File: config.mk
export PLATFORM = sky130hd
export DESIGN_NAME = thpm_tile
export DESIGN_NICKNAME = d
export VERILOG_FILES = /design/src/hdl/thpm_pkg.sv /design/src/hdl/thpm_tile.sv
export SDC_FILE = /design/constraint.sdc
export NUM_CORES = 2
export LEC_CHECK = 0
export BUFFER_PORTS_ARGS = -buffer_cell sky130_fd_sc_hd__buf_2
export CORE_AREA = 5 5 731 733
export CTS_CLUSTER_SIZE = 20
export DETAILED_ROUTE_END_ITERATION = 10
export DIE_AREA = 0 0 736 738
export GPL_TIMING_DRIVEN = 1
export PLACE_DENSITY = 0.46
export SYNTH_ARGS = -nofsm -noshare
export SYNTH_HDL_FRONTEND = slang
export SYNTH_MEMORY_MAX_BITS = 65536
export SYNTH_SLANG_ARGS = --single-unit
File: constraint.sdc
create_clock -name i_clk -period 24.2 [get_ports i_clk]
set_clock_uncertainty 0.2 [all_clocks]
set_input_delay 2.42 -clock i_clk [delete_from_list [all_inputs] [get_ports i_clk]]
set_output_delay 2.42 -clock i_clk [all_outputs]
set_load 0.05 [all_outputs]
File: src/hdl/thpm_pkg.sv
// Package with the shared constants, types and helpers of the tiled homography point map.
`default_nettype none
package thpm_pkg;

    localparam int GRID_COLS      = 4;
    localparam int GRID_TILES     = 16;
    localparam int GRID_ROWS      = GRID_TILES / GRID_COLS;
    localparam int COEFS_PER_TILE = 9;
    localparam int TABLE_SIZE     = COEFS_PER_TILE * GRID_TILES;

    localparam int COL_W  = (GRID_COLS > 1) ? $clog2(GRID_COLS) : 1;
    localparam int ROW_W  = (GRID_ROWS > 1) ? $clog2(GRID_ROWS) : 1;
    localparam int TILE_W = (GRID_TILES > 1) ? $clog2(GRID_TILES) : 1;
    localparam int ELEM_W = $clog2(COEFS_PER_TILE);

    localparam int COORD_W = 12;
    localparam int IDX_W   = 8;
    localparam int COEF_W  = 32;
    localparam int CFG_IDX_W = 8;
    localparam int PROD_W  = COEF_W + COORD_W + 1;
    localparam int SUM_W   = PROD_W + 2;
    localparam int NUM_W   = SUM_W + 5;
    localparam int DEN_W   = SUM_W + 1;
    localparam int Q_W     = 20;
    localparam int OUT_W   = 20;

    localparam logic [COORD_W-1:0] TILE_WIDTH_RESET  = COORD_W'(480);
    localparam logic [COORD_W-1:0] TILE_HEIGHT_RESET = COORD_W'(270);
    localparam logic [Q_W-1:0]     OUT_POS_MAX = {1'b0, {(Q_W-1){1'b1}}};
    localparam logic [Q_W-1:0]     OUT_NEG_MAG = {1'b1, {(Q_W-1){1'b0}}};

    typedef enum logic {
        OP_WRITE = 1'b0,
        OP_POINT = 1'b1
    } t_opcode;

    typedef enum logic [CFG_IDX_W-1:0] {
        REG_TILE_WIDTH  = CFG_IDX_W'(0),
        REG_TILE_HEIGHT = CFG_IDX_W'(1)
    } t_cfg_reg;

    typedef logic [COEF_W-1:0] t_coef;

    typedef struct packed {
        logic                              valid;
        logic [COORD_W-1:0]                x;
        logic [COORD_W-1:0]                y;
        t_coef [COEFS_PER_TILE-1:0]        coef;
    } t_tile_out;

    typedef struct packed {
        logic             valid;
        logic             zero;
        logic             neg;
        logic [NUM_W-1:0] num;
        logic [DEN_W-1:0] den;
    } t_div_in;

    typedef struct packed {
        logic           valid;
        logic           zero;
        logic           neg;
        logic           sat;
        logic [Q_W-1:0] q;
    } t_div_out;

    function automatic logic [TILE_W-1:0] coef_tile(input logic [IDX_W-1:0] idx);
        logic [TILE_W-1:0] t;
        t = '0;
        for (int k = 1; k < GRID_TILES; k++) begin
            if (int'(idx) >= k * COEFS_PER_TILE) begin
                t = TILE_W'(k);
            end
        end
        return t;
    endfunction

    function automatic logic [ELEM_W-1:0] coef_elem(input logic [IDX_W-1:0] idx);
        logic [TILE_W-1:0] t;
        logic [IDX_W-1:0]  base;
        t = coef_tile(idx);
        base = IDX_W'(int'(t) * COEFS_PER_TILE);
        return ELEM_W'(idx - base);
    endfunction

endpackage
`default_nettype wire

File: src/hdl/thpm_tile.sv
// Tile selection and banked coefficient table with registered reads.
`default_nettype none
module thpm_tile (
    input  wire logic                          i_clk,
    input  wire logic                          i_rst_n,
    input  wire logic                          i_wr_en,
    input  wire logic [thpm_pkg::IDX_W-1:0]    i_wr_index,
    input  wire logic [thpm_pkg::COEF_W-1:0]   i_wr_value,
    input  wire logic                          i_pt_valid,
    input  wire logic [thpm_pkg::COORD_W-1:0]  i_x,
    input  wire logic [thpm_pkg::COORD_W-1:0]  i_y,
    input  wire logic [thpm_pkg::COORD_W-1:0]  i_tile_width,
    input  wire logic [thpm_pkg::COORD_W-1:0]  i_tile_height,
    output thpm_pkg::t_tile_out                o_tile
);
    import thpm_pkg::*;

    localparam int THR_W = COORD_W + COL_W + ROW_W;

    t_coef r_bank [COEFS_PER_TILE][GRID_TILES];

    logic [COL_W-1:0]   n_col;
    logic [ROW_W-1:0]   n_row;
    logic [TILE_W-1:0]  n_tile;
    logic [TILE_W-1:0]  r_tile;
    logic               r_v1;
    logic [COORD_W-1:0] r_x1;
    logic [COORD_W-1:0] r_y1;
    logic               r_v2;
    logic [COORD_W-1:0] r_x2;
    logic [COORD_W-1:0] r_y2;
    t_coef [COEFS_PER_TILE-1:0] r_rd;

    always_comb begin
        logic [THR_W-1:0] thr;
        n_col = '0;
        n_row = '0;
        for (int k = 1; k < GRID_COLS; k++) begin
            thr = THR_W'(k) * THR_W'(i_tile_width);
            if (THR_W'(i_x) >= thr) begin
                n_col = COL_W'(k);
            end
        end
        for (int k = 1; k < GRID_ROWS; k++) begin
            thr = THR_W'(k) * THR_W'(i_tile_height);
            if (THR_W'(i_y) >= thr) begin
                n_row = ROW_W'(k);
            end
        end
        if (i_tile_width == '0) begin
            n_col = COL_W'(GRID_COLS - 1);
        end
        if (i_tile_height == '0) begin
            n_row = ROW_W'(GRID_ROWS - 1);
        end
        n_tile = TILE_W'(n_col) + TILE_W'(int'(n_row) * GRID_COLS);
    end

    always_ff @(posedge i_clk) begin
        if (i_wr_en && (int'(i_wr_index) < TABLE_SIZE)) begin
            r_bank[coef_elem(i_wr_index)][coef_tile(i_wr_index)] <= i_wr_value;
        end
    end

    always_ff @(posedge i_clk) begin
        if (!i_rst_n) begin
            r_v1 <= 1'b0;
            r_v2 <= 1'b0;
        end else begin
            r_v1 <= i_pt_valid;
            r_v2 <= r_v1;
        end
        r_tile <= n_tile;
        r_x1   <= i_x;
        r_y1   <= i_y;
        r_x2   <= r_x1;
        r_y2   <= r_y1;
        for (int e = 0; e < COEFS_PER_TILE; e++) begin
            r_rd[e] <= r_bank[e][r_tile];
        end
    end

    assign o_tile.valid = r_v2;
    assign o_tile.x     = r_x2;
    assign o_tile.y     = r_y2;
    assign o_tile.coef  = r_rd;

endmodule
`default_nettype wire

; Word-level counts from Yosys, hierarchy flattened
; Memory sizes are Yosys's and may differ from the RTL's.
; Index checks and enable logic that the tools add are counted.
[word_totals]
register_bits = 342
ram_bits = 4608
input_bits = 92
output_inout_bits = 313
wordCells = 108
n_memories = 1
[classes]
add_sub_neg = 2
multipliers = 3
n_lt_le_gt_ge = 25
muxes = 55
n_bitwise = 2
reduce_logical = 4
[memory_table]
columns = memory, depth, width, rd, rd_ports_with_merged_regs, wr, line
row1 = r_bank, 9, 512, 9, 0, 1, thpm_tile.sv:20  ; t_coef r_bank [COEFS_PER_TILE][GRID_TILES];
[ops]
columns = op, count
row1 = binary-select mux 32 bit (select 4 bit), 9
row2 = two-way mux 32 bit, 19
row3 = two-way mux 512 bit, 1
row4 = demux 32 bit (select 4 bit), 1
row5 = two-way mux 4 bit, 15
row6 = >= comparator 8 x 7 -> 1 bit (second input constant), 7
row7 = >= comparator 8 x 6 -> 1 bit (second input constant), 4
row8 = >= comparator 12 x 14 -> 1 bit, 2
row9 = multiplier 2 x 12 -> 14 bit (first input constant), 2
row10 = >= comparator 12 x 13 -> 1 bit, 2
row11 = >= comparator 12 bit, 2
row12 = zero test 12 bit, 2
row13 = >= comparator 8 x 5 -> 1 bit (second input constant), 2
row14 = two-way mux 2 bit, 6
row15 = >= comparator 5 bit (second input constant), 2
row16 = NOT 4 -> 5 bit, 2
row17 = >= comparator 8 x 4 -> 1 bit (second input constant), 1
row18 = >= comparator 8 bit (second input constant), 1
row19 = < comparator 8 bit (second input constant), 1
row20 = < comparator 5 x 1 -> 1 bit (second input constant), 1
row21 = adder 2 x 4 -> 4 bit, 1
row22 = multiplier 4 x 4 -> 4 bit (second input constant), 1
row23 = two-way mux 1 bit, 4
row24 = subtractor 4 bit, 1
row25 = logical AND 1 bit, 2

; Longest topological paths before layout
[logic_depth]
depth_word = 23
depth_mapped = 21
mapped_depth_nobuf = 17

; Least setup slack after synthesis
; OpenSTA, ideal clock, no wires.
[synth_timing]
path_type = input to register
startpoint = in i_wr_index[2] in the netlist's numbering
endpoint = mem r_bank[8][128] in the netlist's numbering (enable)
setup_time_ps = 502
arrival_time_ps = 8827
t_required_ps = 23498
setup_slack_ps = 14671
stages = 18
n_path_buf = 2
cell_sequence = or4_1 -> nand3_1 -> a221oi_1 -> a211oi_2 -> or2_1 -> buf_4 -> buf_2 -> inv_1 -> ha_1 -> xnor2_1 -> xnor2_1 -> ha_1 -> nor2_1 -> fa_1 -> xor2_1 -> and3_1 -> nand2_1 -> nor4_1
[synth_between]
elab_chain_cells = 23
word_cells_on_any_way = 43
classes_between = add/sub (1) / mul (1) / order compare (18) / mux (20) / bitwise (1) / reduce/logical (2)
[synth_lines]
columns = element, line
row1 = from (decl), thpm_tile.sv:7  ; input wire logic [thpm_pkg::IDX_W-1:0] i_wr_index,
row2 = branches (longest 23 deep; another with >= comparator 8 x 4 -> 1 bit), --
row3 = to (decl), thpm_tile.sv:20
; Parallel ways; which one is timed is not known. The select of a mux whose other input is x is not followed.

; Worst setup path in the final report
[layout_timing]
startpoint = in i_wr_index[2] in the netlist's numbering
endpoint = mem r_bank[2][336] in the netlist's numbering (enable)
; Same word-level chain as after synthesis.

==> impl_metrics.ini <==
[logic_synthesis]
synth_cells = 7455
yosys_most_used_dff = edfxtp_1
synth.largest_area_cell = edfxtp_1
yosys-top-cells-area = edfxtp_1 75%, mux4_2 17%, dfxtp_1 3.7%
ys_types = 60
async_flop_share_pct = 0
syn_area_um2 = 183500
synth_edf_count = 4608
syn-num-nets = 7660
yosysMostFrequentCell = edfxtp_1
syn-mean-instance-area_um2 = 24.62
ys_top_cells_by_count = 4,608 x edfxtp_1, 1,416 x mux4_2, 342 x dfxtp_1
synth_seq_cells = 4950
netlist.area_leader.share_pct = 75.39
yosysSeqAreaShare_pct = 79.12
synth_warnings = 0

[clock_network]
cts_tree = yes
cts_root_buf = clkbuf_16
cts_max_path_buffers = 4
hold_buffers = 0
post_cts_resized = 0
cts.sinks = 4950
cts_buffers = 554
htreeDepth = 6
post-cts-setup-buffers = 0
insertion_delay_ns = 1.06
clkTransAtPathRegs_ns = 0.06

[floorplanning]
start_util_pct = 34.82
fp.dieH_um = 738
io_pins = 405
die_area_um2 = 543200
die_w_um = 736
rows = 267
core_um2 = 527200

[critical_path]
rrSetupSlack_ns = 18.32
path_max_fanout = 26
crit_arrival_ns = 9.90
path_class = input pin to flop
worst_setup_path_start_kind = input pin
crit_top_cell = nand2_1
critPathCaptureType = flop
cp_slowest_cell = nand2_1
cp.required_ns = 24.68
cp_slowest_stage_delay_ns = 0.77
cp_cell_sequence = buf_2, nand2_1, nand2_1, o22ai_1, a211oi_1, nand2_1, inv_1, fa_1, ha_1, o21a_1, o21ai_0, nand3_1, nand2_1, nand3_4, buf_4, buf_4, nor3_2, buf_4

[finish]
nets = 8491
stdcell_count = 15752
register_area_um2 = 145200
fill_cells = 45931
layout-area-overhead-vs-synth_pct = 16.41
drive_gt1_share_pct = 34.20
multi_input_area_um2 = 37570
utilization_pct = 40.53

[route]
dr.pass1.iters = 6
viasPerCell = 5.303
drc = 0
routed_wl_um = 510400
final_antenna_net_count = 0
drt_iter0_drc = 9586
vias = 83526
wl_per_cell_um = 32.40

[pwr]
power.leakage_nw = 66.23
p_per_area_nw_per_um2 = 101.7
power.total_mw = 21.73
vdd_ir_drop_max_mv = 0.07381

[grt]
grt_usage_pct = 18.45
grt_pass1_vias = 85314
grt_max_degree = 137
grt_pass1_wl_um = 705600
grt.overflow.total = 0
grt_antenna_before_repair = 89

[timing]
tightestPinTransition_ns = 1.255
fin_setup_tns_ns = 0
fmax_mhz = 106.1
rsz0062_at_grt = no
timing.final.crit_share_pct = 38.94
fin_ws_ns = 14.78
setup_viol_count_final = 0
hold_viol_final = 0
max_slew_margin_pct = 15.68
min_period_ns = 9.423
drv_slew = 0

[placed_design]
hpwl_um = 299300
port_buffers = 404
pre_cts_ws_ns = 13.70
globalplace.congestion = 0.7798
dp_cells = 14724

[min_path]
hp-class = flop to flop

[flow_run]
maxCapViolCount = 0

[status]
status = finished clean
==> worst paths after layout <==
kind / to / from / cells after the start
worst min-delay path: r_y2[5] / r_y1[5] / 0
worst min register to register: r_y2[5] / r_y1[5] / 0
worst max register to register: o_tile[67] / r_tile[0] / 6
worst max-delay path: r_bank[2][336] / i_wr_index[2] / 18
==> cells by family (layout without fill, tap and decap cells) <==
logic type / after synthesis / after routing / share of synthesized area [%]
DFF: 4950 / 4950 / 79.12
and+or+nand+nor: 330 / 330 / 0.8780
muxes: 1442 / 1442 / 17.52
adders and majority gates: 114 / 114 / 0.7921
other: 0 / 29 / 0
buffers and inverters: 408 / 1682 / 0.9319
xor gates and xnor gates: 24 / 24 / 0.1145
AOI/OAI and AO/OA: 187 / 187 / 0.6456
==> layout make-up <==
type / instances / share of cell area, %
Inverter: 49 / 0.08608
Antenna cell: 29 / 0.03396
Clock inverter: 253 / 1.184
Multi-Input combinational cell: 2097 / 17.59
Clock buffer: 746 / 7.137
Timing Repair Buffer: 634 / 1.904
Sequential cell: 4950 / 67.97
Tap cell: 6994 / 4.096
==> critical path: cells and delay by family <==
kind                     cells  cell delay (ns)
adder cells (fa/ha/maj)      2             0.89
AO/OA/AOI/OAI                4             1.19
buffers and inverters        5             2.26
AND/OR/NAND/NOR              7             3.03
==> power by group <==
| group | total, mW | internal (mW) | leakage [nW] | switching (mW) |
|---|---|---|---|---|
| clock network | 8.22 | 4.78 | 8.66 | 3.43 |
| registers | 9.77 | 9.62 | 44.3 | 0.152 |
| logic | 3.75 | 1.26 | 13.3 | 2.48 |
| total | 21.7 | 15.7 | 66.2 | 6.07 |
==> per-layer routing <==
layer	global-route usage, %	vias up	wire (um)
li1	-	33816	-
met1	28.77	46176	239500
met2	27.22	2965	226400
met3	3.588	557	36570
met4	3.028	12	7844
met5	0	-	83
==> flip-flops by register name (all words and copies together) (netlist names) <==
register  cells
r_y2         12
r_y1         12
r_v2          1
r_x2         12
r_bank     4608
r_v1          1
r_x1         12
o_tile      288
r_tile        4
==> metrics by stage <==
| step | instance area (um2) | hold WS, ns |
|---|---|---|
| 2_1_floorplan | 183500 | 0.1096 |
| 3_3_place_gp | 195800 | 0.1116 |
| 3_5_place_dp | 195800 | 0.1121 |
| 4_1_cts | 213600 | 0.1223 |
| 5_1_grt | 213600 | 0.1264 |
| 6_report | 213700 | 0.1239 |
==> cells in the final DEF, fill, tap and decap left out, types with 21 or more instances in the layout <==
master | netlist | final
nor2_4 | 0 | 64
clkinv_2 | 0 | 76
clkinv_1 | 0 | 81
mux4_2 | 1416 | 1416
nor2b_1 | 33 | 33
diode_2 | 0 | 29
inv_6 | 0 | 21
o21ai_0 | 36 | 36
mux2i_1 | 25 | 25
clkbuf_1 | 192 | 145
clkbuf_16 | 0 | 574
buf_6 | 0 | 24
ha_1 | 109 | 109
clkbuf_8 | 0 | 23
nor3_2 | 0 | 66
inv_1 | 49 | 49
edfxtp_1 | 4608 | 4608
dfxtp_1 | 342 | 338
bufinv_16 | 0 | 31
buf_2 | 125 | 372
nand2_1 | 65 | 65
a21oi_1 | 63 | 63
a211oi_1 | 32 | 32
buf_4 | 6 | 226
(Power assumes the default switching activity.)
