File: src/hdl/thpm_pkg.sv
// Package with the shared constants, types and helpers of the tiled homography point map.
`default_nettype none
package thpm_pkg;

    localparam int GRID_COLS      = 4;
    localparam int GRID_TILES     = 16;
    localparam int GRID_ROWS      = GRID_TILES / GRID_COLS;
    localparam int COEFS_PER_TILE = 9;
    localparam int TABLE_SIZE     = COEFS_PER_TILE * GRID_TILES;

    localparam int COL_W  = (GRID_COLS > 1) ? $clog2(GRID_COLS) : 1;
    localparam int ROW_W  = (GRID_ROWS > 1) ? $clog2(GRID_ROWS) : 1;
    localparam int TILE_W = (GRID_TILES > 1) ? $clog2(GRID_TILES) : 1;
    localparam int ELEM_W = $clog2(COEFS_PER_TILE);

    localparam int COORD_W = 12;
    localparam int IDX_W   = 8;
    localparam int COEF_W  = 32;
    localparam int CFG_IDX_W = 8;
    localparam int PROD_W  = COEF_W + COORD_W + 1;
    localparam int SUM_W   = PROD_W + 2;
    localparam int NUM_W   = SUM_W + 5;
    localparam int DEN_W   = SUM_W + 1;
    localparam int Q_W     = 20;
    localparam int OUT_W   = 20;

    localparam logic [COORD_W-1:0] TILE_WIDTH_RESET  = COORD_W'(480);
    localparam logic [COORD_W-1:0] TILE_HEIGHT_RESET = COORD_W'(270);
    localparam logic [Q_W-1:0]     OUT_POS_MAX = {1'b0, {(Q_W-1){1'b1}}};
    localparam logic [Q_W-1:0]     OUT_NEG_MAG = {1'b1, {(Q_W-1){1'b0}}};

    typedef enum logic {
        OP_WRITE = 1'b0,
        OP_POINT = 1'b1
    } t_opcode;

    typedef enum logic [CFG_IDX_W-1:0] {
        REG_TILE_WIDTH  = CFG_IDX_W'(0),
        REG_TILE_HEIGHT = CFG_IDX_W'(1)
    } t_cfg_reg;

    typedef logic [COEF_W-1:0] t_coef;

    typedef struct packed {
        logic                              valid;
        logic [COORD_W-1:0]                x;
        logic [COORD_W-1:0]                y;
        t_coef [COEFS_PER_TILE-1:0]        coef;
    } t_tile_out;

    typedef struct packed {
        logic             valid;
        logic             zero;
        logic             neg;
        logic [NUM_W-1:0] num;
        logic [DEN_W-1:0] den;
    } t_div_in;

    typedef struct packed {
        logic           valid;
        logic           zero;
        logic           neg;
        logic           sat;
        logic [Q_W-1:0] q;
    } t_div_out;

    function automatic logic [TILE_W-1:0] coef_tile(input logic [IDX_W-1:0] idx);
        logic [TILE_W-1:0] t;
        t = '0;
        for (int k = 1; k < GRID_TILES; k++) begin
            if (int'(idx) >= k * COEFS_PER_TILE) begin
                t = TILE_W'(k);
            end
        end
        return t;
    endfunction

    function automatic logic [ELEM_W-1:0] coef_elem(input logic [IDX_W-1:0] idx);
        logic [TILE_W-1:0] t;
        logic [IDX_W-1:0]  base;
        t = coef_tile(idx);
        base = IDX_W'(int'(t) * COEFS_PER_TILE);
        return ELEM_W'(idx - base);
    endfunction

endpackage
`default_nettype wire

File: src/hdl/thpm_div.sv
// Pipelined restoring divider, one quotient bit per stage, with overflow check.
`default_nettype none
module thpm_div (
    input  wire logic              i_clk,
    input  wire logic              i_rst_n,
    input  wire thpm_pkg::t_div_in i_div,
    output thpm_pkg::t_div_out     o_div
);
    import thpm_pkg::*;

    localparam int CMP_W = DEN_W + Q_W;

    logic             r_v    [Q_W+1];
    logic             r_zero [Q_W+1];
    logic             r_neg  [Q_W+1];
    logic             r_sat  [Q_W+1];
    logic [NUM_W-1:0] r_rem  [Q_W+1];
    logic [DEN_W-1:0] r_den  [Q_W+1];
    logic [Q_W-1:0]   r_q    [Q_W+1];

    always_ff @(posedge i_clk) begin
        if (!i_rst_n) begin
            r_v[0] <= 1'b0;
        end else begin
            r_v[0] <= i_div.valid;
        end
        r_zero[0] <= i_div.zero;
        r_neg[0]  <= i_div.neg;
        r_sat[0]  <= CMP_W'(i_div.num) >= (CMP_W'(i_div.den) << Q_W);
        r_rem[0]  <= i_div.num;
        r_den[0]  <= i_div.den;
        r_q[0]    <= '0;
    end

    for (genvar k = 1; k <= Q_W; k++) begin : g_stage
        logic [CMP_W-1:0] n_shift;
        logic             n_ge;
        always_comb begin
            n_shift = CMP_W'(r_den[k-1]) << (Q_W - k);
            n_ge    = CMP_W'(r_rem[k-1]) >= n_shift;
        end
        always_ff @(posedge i_clk) begin
            if (!i_rst_n) begin
                r_v[k] <= 1'b0;
            end else begin
                r_v[k] <= r_v[k-1];
            end
            r_zero[k] <= r_zero[k-1];
            r_neg[k]  <= r_neg[k-1];
            r_sat[k]  <= r_sat[k-1];
            r_den[k]  <= r_den[k-1];
            r_rem[k]  <= n_ge ? NUM_W'(CMP_W'(r_rem[k-1]) - n_shift) : r_rem[k-1];
            r_q[k]    <= r_q[k-1] | (n_ge ? (Q_W'(1) << (Q_W - k)) : '0);
        end
    end

    assign o_div.valid = r_v[Q_W];
    assign o_div.zero  = r_zero[Q_W];
    assign o_div.neg   = r_neg[Q_W];
    assign o_div.sat   = r_sat[Q_W];
    assign o_div.q     = r_q[Q_W];

endmodule
`default_nettype wire
File: config.mk
export PLATFORM = sky130hd
export DESIGN_NAME = thpm_div
export DESIGN_NICKNAME = d
export VERILOG_FILES = /design/src/hdl/thpm_pkg.sv /design/src/hdl/thpm_div.sv
export SDC_FILE = /design/constraint.sdc
export NUM_CORES = 2
export LEC_CHECK = 0
export BUFFER_PORTS_ARGS = -buffer_cell sky130_fd_sc_hd__buf_2
export CAP_MARGIN = 20
export CORE_MARGIN = 2
export CORE_UTILIZATION = 57
export DETAILED_ROUTE_END_ITERATION = 8
export MAX_ROUTING_LAYER = met4
export PLACE_DENSITY_LB_ADDON = 0.3
export SLEW_MARGIN = 20
export SYNTH_ARGS = -nofsm -noshare
export SYNTH_HDL_FRONTEND = slang
export SYNTH_SLANG_ARGS = --single-unit
File: constraint.sdc
create_clock -name i_clk -period 3.1 [get_ports i_clk]
set_input_delay 0.31 -clock i_clk [delete_from_list [all_inputs] [get_ports i_clk]]
set_output_delay 0.31 -clock i_clk [all_outputs]
set_load 0.1 [all_outputs]
## Word level (Yosys, flattened, before mapping)

Memory sizes are Yosys's and may differ from the RTL's.
Cells that the tools add are included.

- Output and inout port bits: 24
- Memories: 7
- RAM bits: 2604
- Input port bits: 105
- Bits in registers: 0

- $lt $le $gt $ge: 21
- Multiplexer cells: 63
- Add/subtract/negate cells: 20
- Bitwise logic cells: 41

Memory list:

| memory | depth | bits a word | read ports | clocked after Yosys merged registers in | write ports | line | text |
|---|---|---|---|---|---|---|---|
| r_rem | 21 | 52 | 20 | 0 | 21 | thpm_div.sv:17 | `logic [NUM_W-1:0] r_rem [Q_W+1];` |
| r_den | 21 | 48 | 20 | 0 | 21 | thpm_div.sv:18 | `logic [DEN_W-1:0] r_den [Q_W+1];` |
| r_q | 21 | 20 | 21 | 0 | 21 | thpm_div.sv:19 | `logic [Q_W-1:0] r_q [Q_W+1];` |
| r_neg | 21 | 1 | 21 | 0 | 21 | thpm_div.sv:15 | `logic r_neg [Q_W+1];` |
| r_sat | 21 | 1 | 21 | 0 | 21 | thpm_div.sv:16 | `logic r_sat [Q_W+1];` |
| r_v | 21 | 1 | 21 | 0 | 21 | thpm_div.sv:13 | `logic r_v [Q_W+1];` |
| 1 more memories | - | - | - | - | - | - |  |

Operators with widths:

| kind | number |
|---|---|
| 2-to-1 mux 52 bit | 20 |
| subtractor 52 bit | 16 |
| bitwise OR 20 bit | 4 |
| >= comparator 52 x 68 -> 1 bit | 1 |
| >= comparator 52 x 67 -> 1 bit | 1 |
| >= comparator 52 x 66 -> 1 bit | 1 |
| >= comparator 52 x 65 -> 1 bit | 1 |
| >= comparator 52 x 64 -> 1 bit | 1 |
| >= comparator 52 x 63 -> 1 bit | 1 |
| >= comparator 52 x 62 -> 1 bit | 1 |
| >= comparator 52 x 61 -> 1 bit | 1 |
| >= comparator 52 x 60 -> 1 bit | 1 |
| >= comparator 52 x 59 -> 1 bit | 1 |
| >= comparator 52 x 58 -> 1 bit | 1 |
| >= comparator 52 x 57 -> 1 bit | 1 |
| >= comparator 52 x 56 -> 1 bit | 1 |
| >= comparator 52 x 55 -> 1 bit | 1 |
| >= comparator 52 x 54 -> 1 bit | 1 |
| >= comparator 52 x 53 -> 1 bit | 1 |
| >= comparator 52 x 48 -> 1 bit | 1 |
| >= comparator 52 x 49 -> 1 bit | 1 |
| >= comparator 52 x 50 -> 1 bit | 1 |
| >= comparator 52 x 51 -> 1 bit | 1 |
| >= comparator 52 bit | 1 |
| other kinds (41) | 84 |

## Depth between registers and ports, before layout

An unclocked memory read counts as a cell.

- Word-level depth: 4
- Depth in mapped cells: 17
- Depth with buffers taken out: 15

## Worst setup path before layout

No wires, ideal clock.

- Path type: flip-flop to flip-flop
- Start point: memory r_rem[1][117] in the netlist's numbering
- End point: memory r_rem[1][190] in the netlist's numbering
- Path buffers: 1
- Setup slack: -0.300 ns
- Stages on the path, launching flop included: 16
- Data required time: 2.979 ns
- Data arrival time: 3.279 ns
- Cells stage by stage: dfxtp_1 -> inv_1 -> ha_1 -> inv_1 -> fa_1 -> a21oi_1 -> o21ai_1 -> a2111oi_0 -> or2_1 -> o21ai_1 -> o21a_1 -> a31oi_2 -> nor4_1 -> a31oi_4 -> buf_2 -> mux2_2

RTL lines:

| element | line |
|---|---|
| start: declaration | thpm_div.sv:17 |

==> qor.txt <==
Root Driver = clkbuf_16
Tightest Pin Transition = 0.707 ns
Syn_nets = 12021
Global route overflow = 0
Post-route worst setup slack = -0.744 ns
CP Capture Type = register
Layout area overhead = 36.9%
Vias/cell = 5.58
Multiplexer share of the synthesized area = 0.0334
Critical-path cell list = inv_2 -> ha_4 -> inv_4 -> fa_2 -> a211o_1 -> a21oi_4 -> a221oi_4 -> o21ai_2 -> buf_6 -> nand4_1 -> a2111oi_4 -> o21ai_1 -> a31oi_1 -> buf_4 -> o21bai_4 -> buf_4 -> buf_6 -> mux2_4
Die area = 0.184 mm^2
Initial antenna violation count = 3
CTS clock-pin slew for the worst setup and hold paths = 0.07 ns
Port Buffers = 128
Tot GR Track Use = 0.322
Initial core utilization = 0.575
Sequential power share = 0.337
Synth Area per Inst = 9.33 um^2
Worst path bufs/invs = 6
Req. time, crit path = 3.87 ns
Layout cells sized above 1 = 0.314
Drt drc = 0
Filler cells = 11157
Switch share = 0.331
Critical path class = register to register
Synthesis-stage register bit count = 2294
Drt total wl = 320 mm
Row Count = 155
Net switching power = 34.3 mW
Max VDD drop = 0.000578 V
Period utilization = 1.24
Post-synthesis xor/xnor area fraction = 0.0595
# H-tree levels = 4
Internal = 69.5 mW
Post-synthesis adder-cell area fraction = 0.110
Worst-Skew Late Latency = 0.89 ns
Startpoint types = register
Delay of the slowest critical-path stage = 0.39 ns
Post-route ant nets = 0
Mapped Area = 0.103 mm^2
Multi-input gate area = 0.0571 mm^2
Maxcap violations = 0
Drt first pass iters = 6
First-pass GRT wire length = 464 mm
Post-route clock skew = 0.0418 ns
Storage cell area = 0.0461 mm^2
Largest net degree at the start of global routing = 39
Total power = 104 mW
Via Count = 89816
Endpoints failing hold = 0
Largest family of logic cells by synthesized area = compound AO/OA/AOI/OAI gates
Vert. Die Dim = 429 um
Ports = 129
Arr. time, crit path = 4.61 ns
Post-DP HPWL = 216 mm
CTS tree = yes
TritonCTS Buffers = 224
CP max-delay cell = a2111oi_4
Max Fclk = 0.260 GHz
Crit-path max FO = 6
Async S/R FF share, synth = 0
Comb power frac = 0.386
Simple-Gate Fraction of Synth Area = 0.111
Initial drt markers = 4880
Hold crit path type = input port to register
Yosys warnings = 0
Core area = 0.179 mm^2
Final TNS setup = -244.50 ns
Clock network fraction of total power = 0.278
CTS Buffer Depth = 3
Status = finished, violations left
Final #Nets = 14547
Vias in the first global route = 92976
Ys flop type = dfxtp_1
CTS Sinks = 2294
Reg2reg setup slack = -0.74 ns
Post-synthesis compound-gate area fraction = 0.184
Pre-CTS setup slack = -1.15 ns
Setup violators final = 798
Leak = 67.0 nW
Post-synth EDFFs = 0
Die width = 429 um
CP delay by family, top = compound AO/OA/AOI/OAI gates
DR WL/cell = 19.9 um
RSZ-0062 raised after global routing = yes
Post-Synthesis Cells = 11025
Gpl congestion = 1.03
Power per cell area = 737 mW/mm^2
Seq/Total Area, Yosys = 0.447
Slew headroom = 0.524
Max-slew violation count = 0
Crit path time final = 3.84 ns
Failing checks = negative setup slack
Yosys cell types = 108
## cell usage after synthesis (all sizes together), types with 20 or more instances
library cell,count,area share
dfxtp,2294,0.45
inv,1090,0.040
a21oi,917,0.045
ha,872,0.11
nand2,857,0.031
o21ai,821,0.040
nor2,519,0.019
a21o,476,0.035
xnor2,409,0.035
xor2,290,0.025
mux2,286,0.031
clkbuf,211,0.0078
nand3,162,0.0079
nand4,147,0.0089
buf,117,0.0078
nand2b,116,0.0071
o21bai,115,0.0084
nor2b,111,0.0068
o21a,110,0.0080
nor3,97,0.0048
a31oi,93,0.0060
and3,88,0.0054
nor4,87,0.0053
o31ai,72,0.0054
a211oi,64,0.0050
and2,52,0.0032
o211ai,51,0.0038
a221oi,29,0.0025
or3,27,0.0016
a21boi,25,0.0018
mux2i,21,0.0020
or2,21,0.0013
a31o,20,0.0017
## layout by cell type (no fill, tap or decap), types with 96 or more instances in the layout
cell | synthesis | final
ha_1 | 872 | 784
mux2_2 | 264 | 194
dfxtp_2 | 0 | 96
o21ai_1 | 66 | 170
o21ai_2 | 14 | 131
nand3_1 | 162 | 152
buf_2 | 56 | 128
a21o_1 | 476 | 475
o21ai_0 | 741 | 507
clkbuf_16 | 0 | 261
nand2b_1 | 116 | 113
nor2b_1 | 111 | 101
nand4_1 | 147 | 147
dlygate4sd3_1 | 0 | 105
buf_4 | 37 | 2101
nand2_1 | 856 | 652
xor2_1 | 290 | 290
nor2_1 | 517 | 436
nand2_2 | 1 | 140
xnor2_1 | 409 | 402
a21oi_1 | 907 | 780
o21bai_1 | 115 | 108
a21oi_2 | 9 | 118
dfxtp_1 | 2294 | 2195
o21a_1 | 110 | 103
inv_1 | 1089 | 1034
## registers in the layout, indices dropped and copies added (netlist names)
name,cells
r_rem,1040
r_sat,21
r_zero,21
r_neg,21
r_den,960
r_v,21
r_q,210
## power groups by stage
stage          clock network [mW]  registers, mW  logic, mW
6_report                     28.8           35.0       40.0
5_1_grt                      30.4           35.2       43.2
4_1_cts                      29.1           34.6       34.5
3_5_place_dp                    0           35.1       32.5
3_3_place_gp                    0           35.1       31.7
2_1_floorplan                   0           34.4       20.2
## logic make-up (layout without fill, tap and decap cells)
| family | after synthesis | after routing |
|---|---|---|
| AOI/OAI and AO/OA | 3026 | 3026 |
| xor gates and xnor gates | 699 | 699 |
| adders and majority gates | 891 | 891 |
| buffers and inverters | 1418 | 4139 |
| DFF | 2294 | 2294 |
| muxes | 307 | 307 |
| other | 0 | 1 |
| and+or+nand+nor | 2390 | 2391 |
## cell type report
| type | count | area share |
|---|---|---|
| flip-flops and latches | 2294 | 0.327 |
| repair buffers | 2627 | 0.160 |
| clock buffers | 314 | 0.0462 |
| diodes | 1 | 0.0000178 |
| multi-input cells | 7314 | 0.406 |
| clock inverters | 108 | 0.0108 |
| inverters | 1090 | 0.0291 |
| well taps | 2355 | 0.0209 |
## routing by layer
metal,up-vias,track usage,share of wire
li1,43439,-,-
met1,42099,0.268,0.32
met2,2704,0.619,0.53
met3,1574,0.0357,0.032
met4,0,0.294,0.12
met5,-,-,0
## repair_timing
item                                   in CTS  in global routing
hold buffers                              105                  0
pin swaps                                 210                415
setup buffers                             138                143
gates resized for setup                   601               1268
cloned                                     36                 46
endpoints found under the hold margin     124                  0
setup endpoints to repair                 817                817
## final timing paths
path	start	end	cells after the start
min	i_div[3]	r_den[0][3]	2
max reg2reg	r_rem[1][66]	r_rem[1][142]	18
max	r_rem[1][66]	r_rem[1][142]	18
min reg2reg	r_q[2][48]	r_q[2][68]	0
## per-stage QoR
step | area, um^2 | hold slack (ns) | utilization | instances
floorplan | 103000 | 0.310 | - | 11025
global placement | 121000 | 0.310 | 0.678 | 15257
detailed placement | 121000 | 0.312 | 0.678 | 15257
CTS | 135000 | 0.00741 | 0.753 | 15951
global route | 141000 | 0.0328 | 0.787 | 16102
finish | 141000 | 0.0561 | 0.787 | 16103
Note: power is estimated with default switching activity, not from simulation.
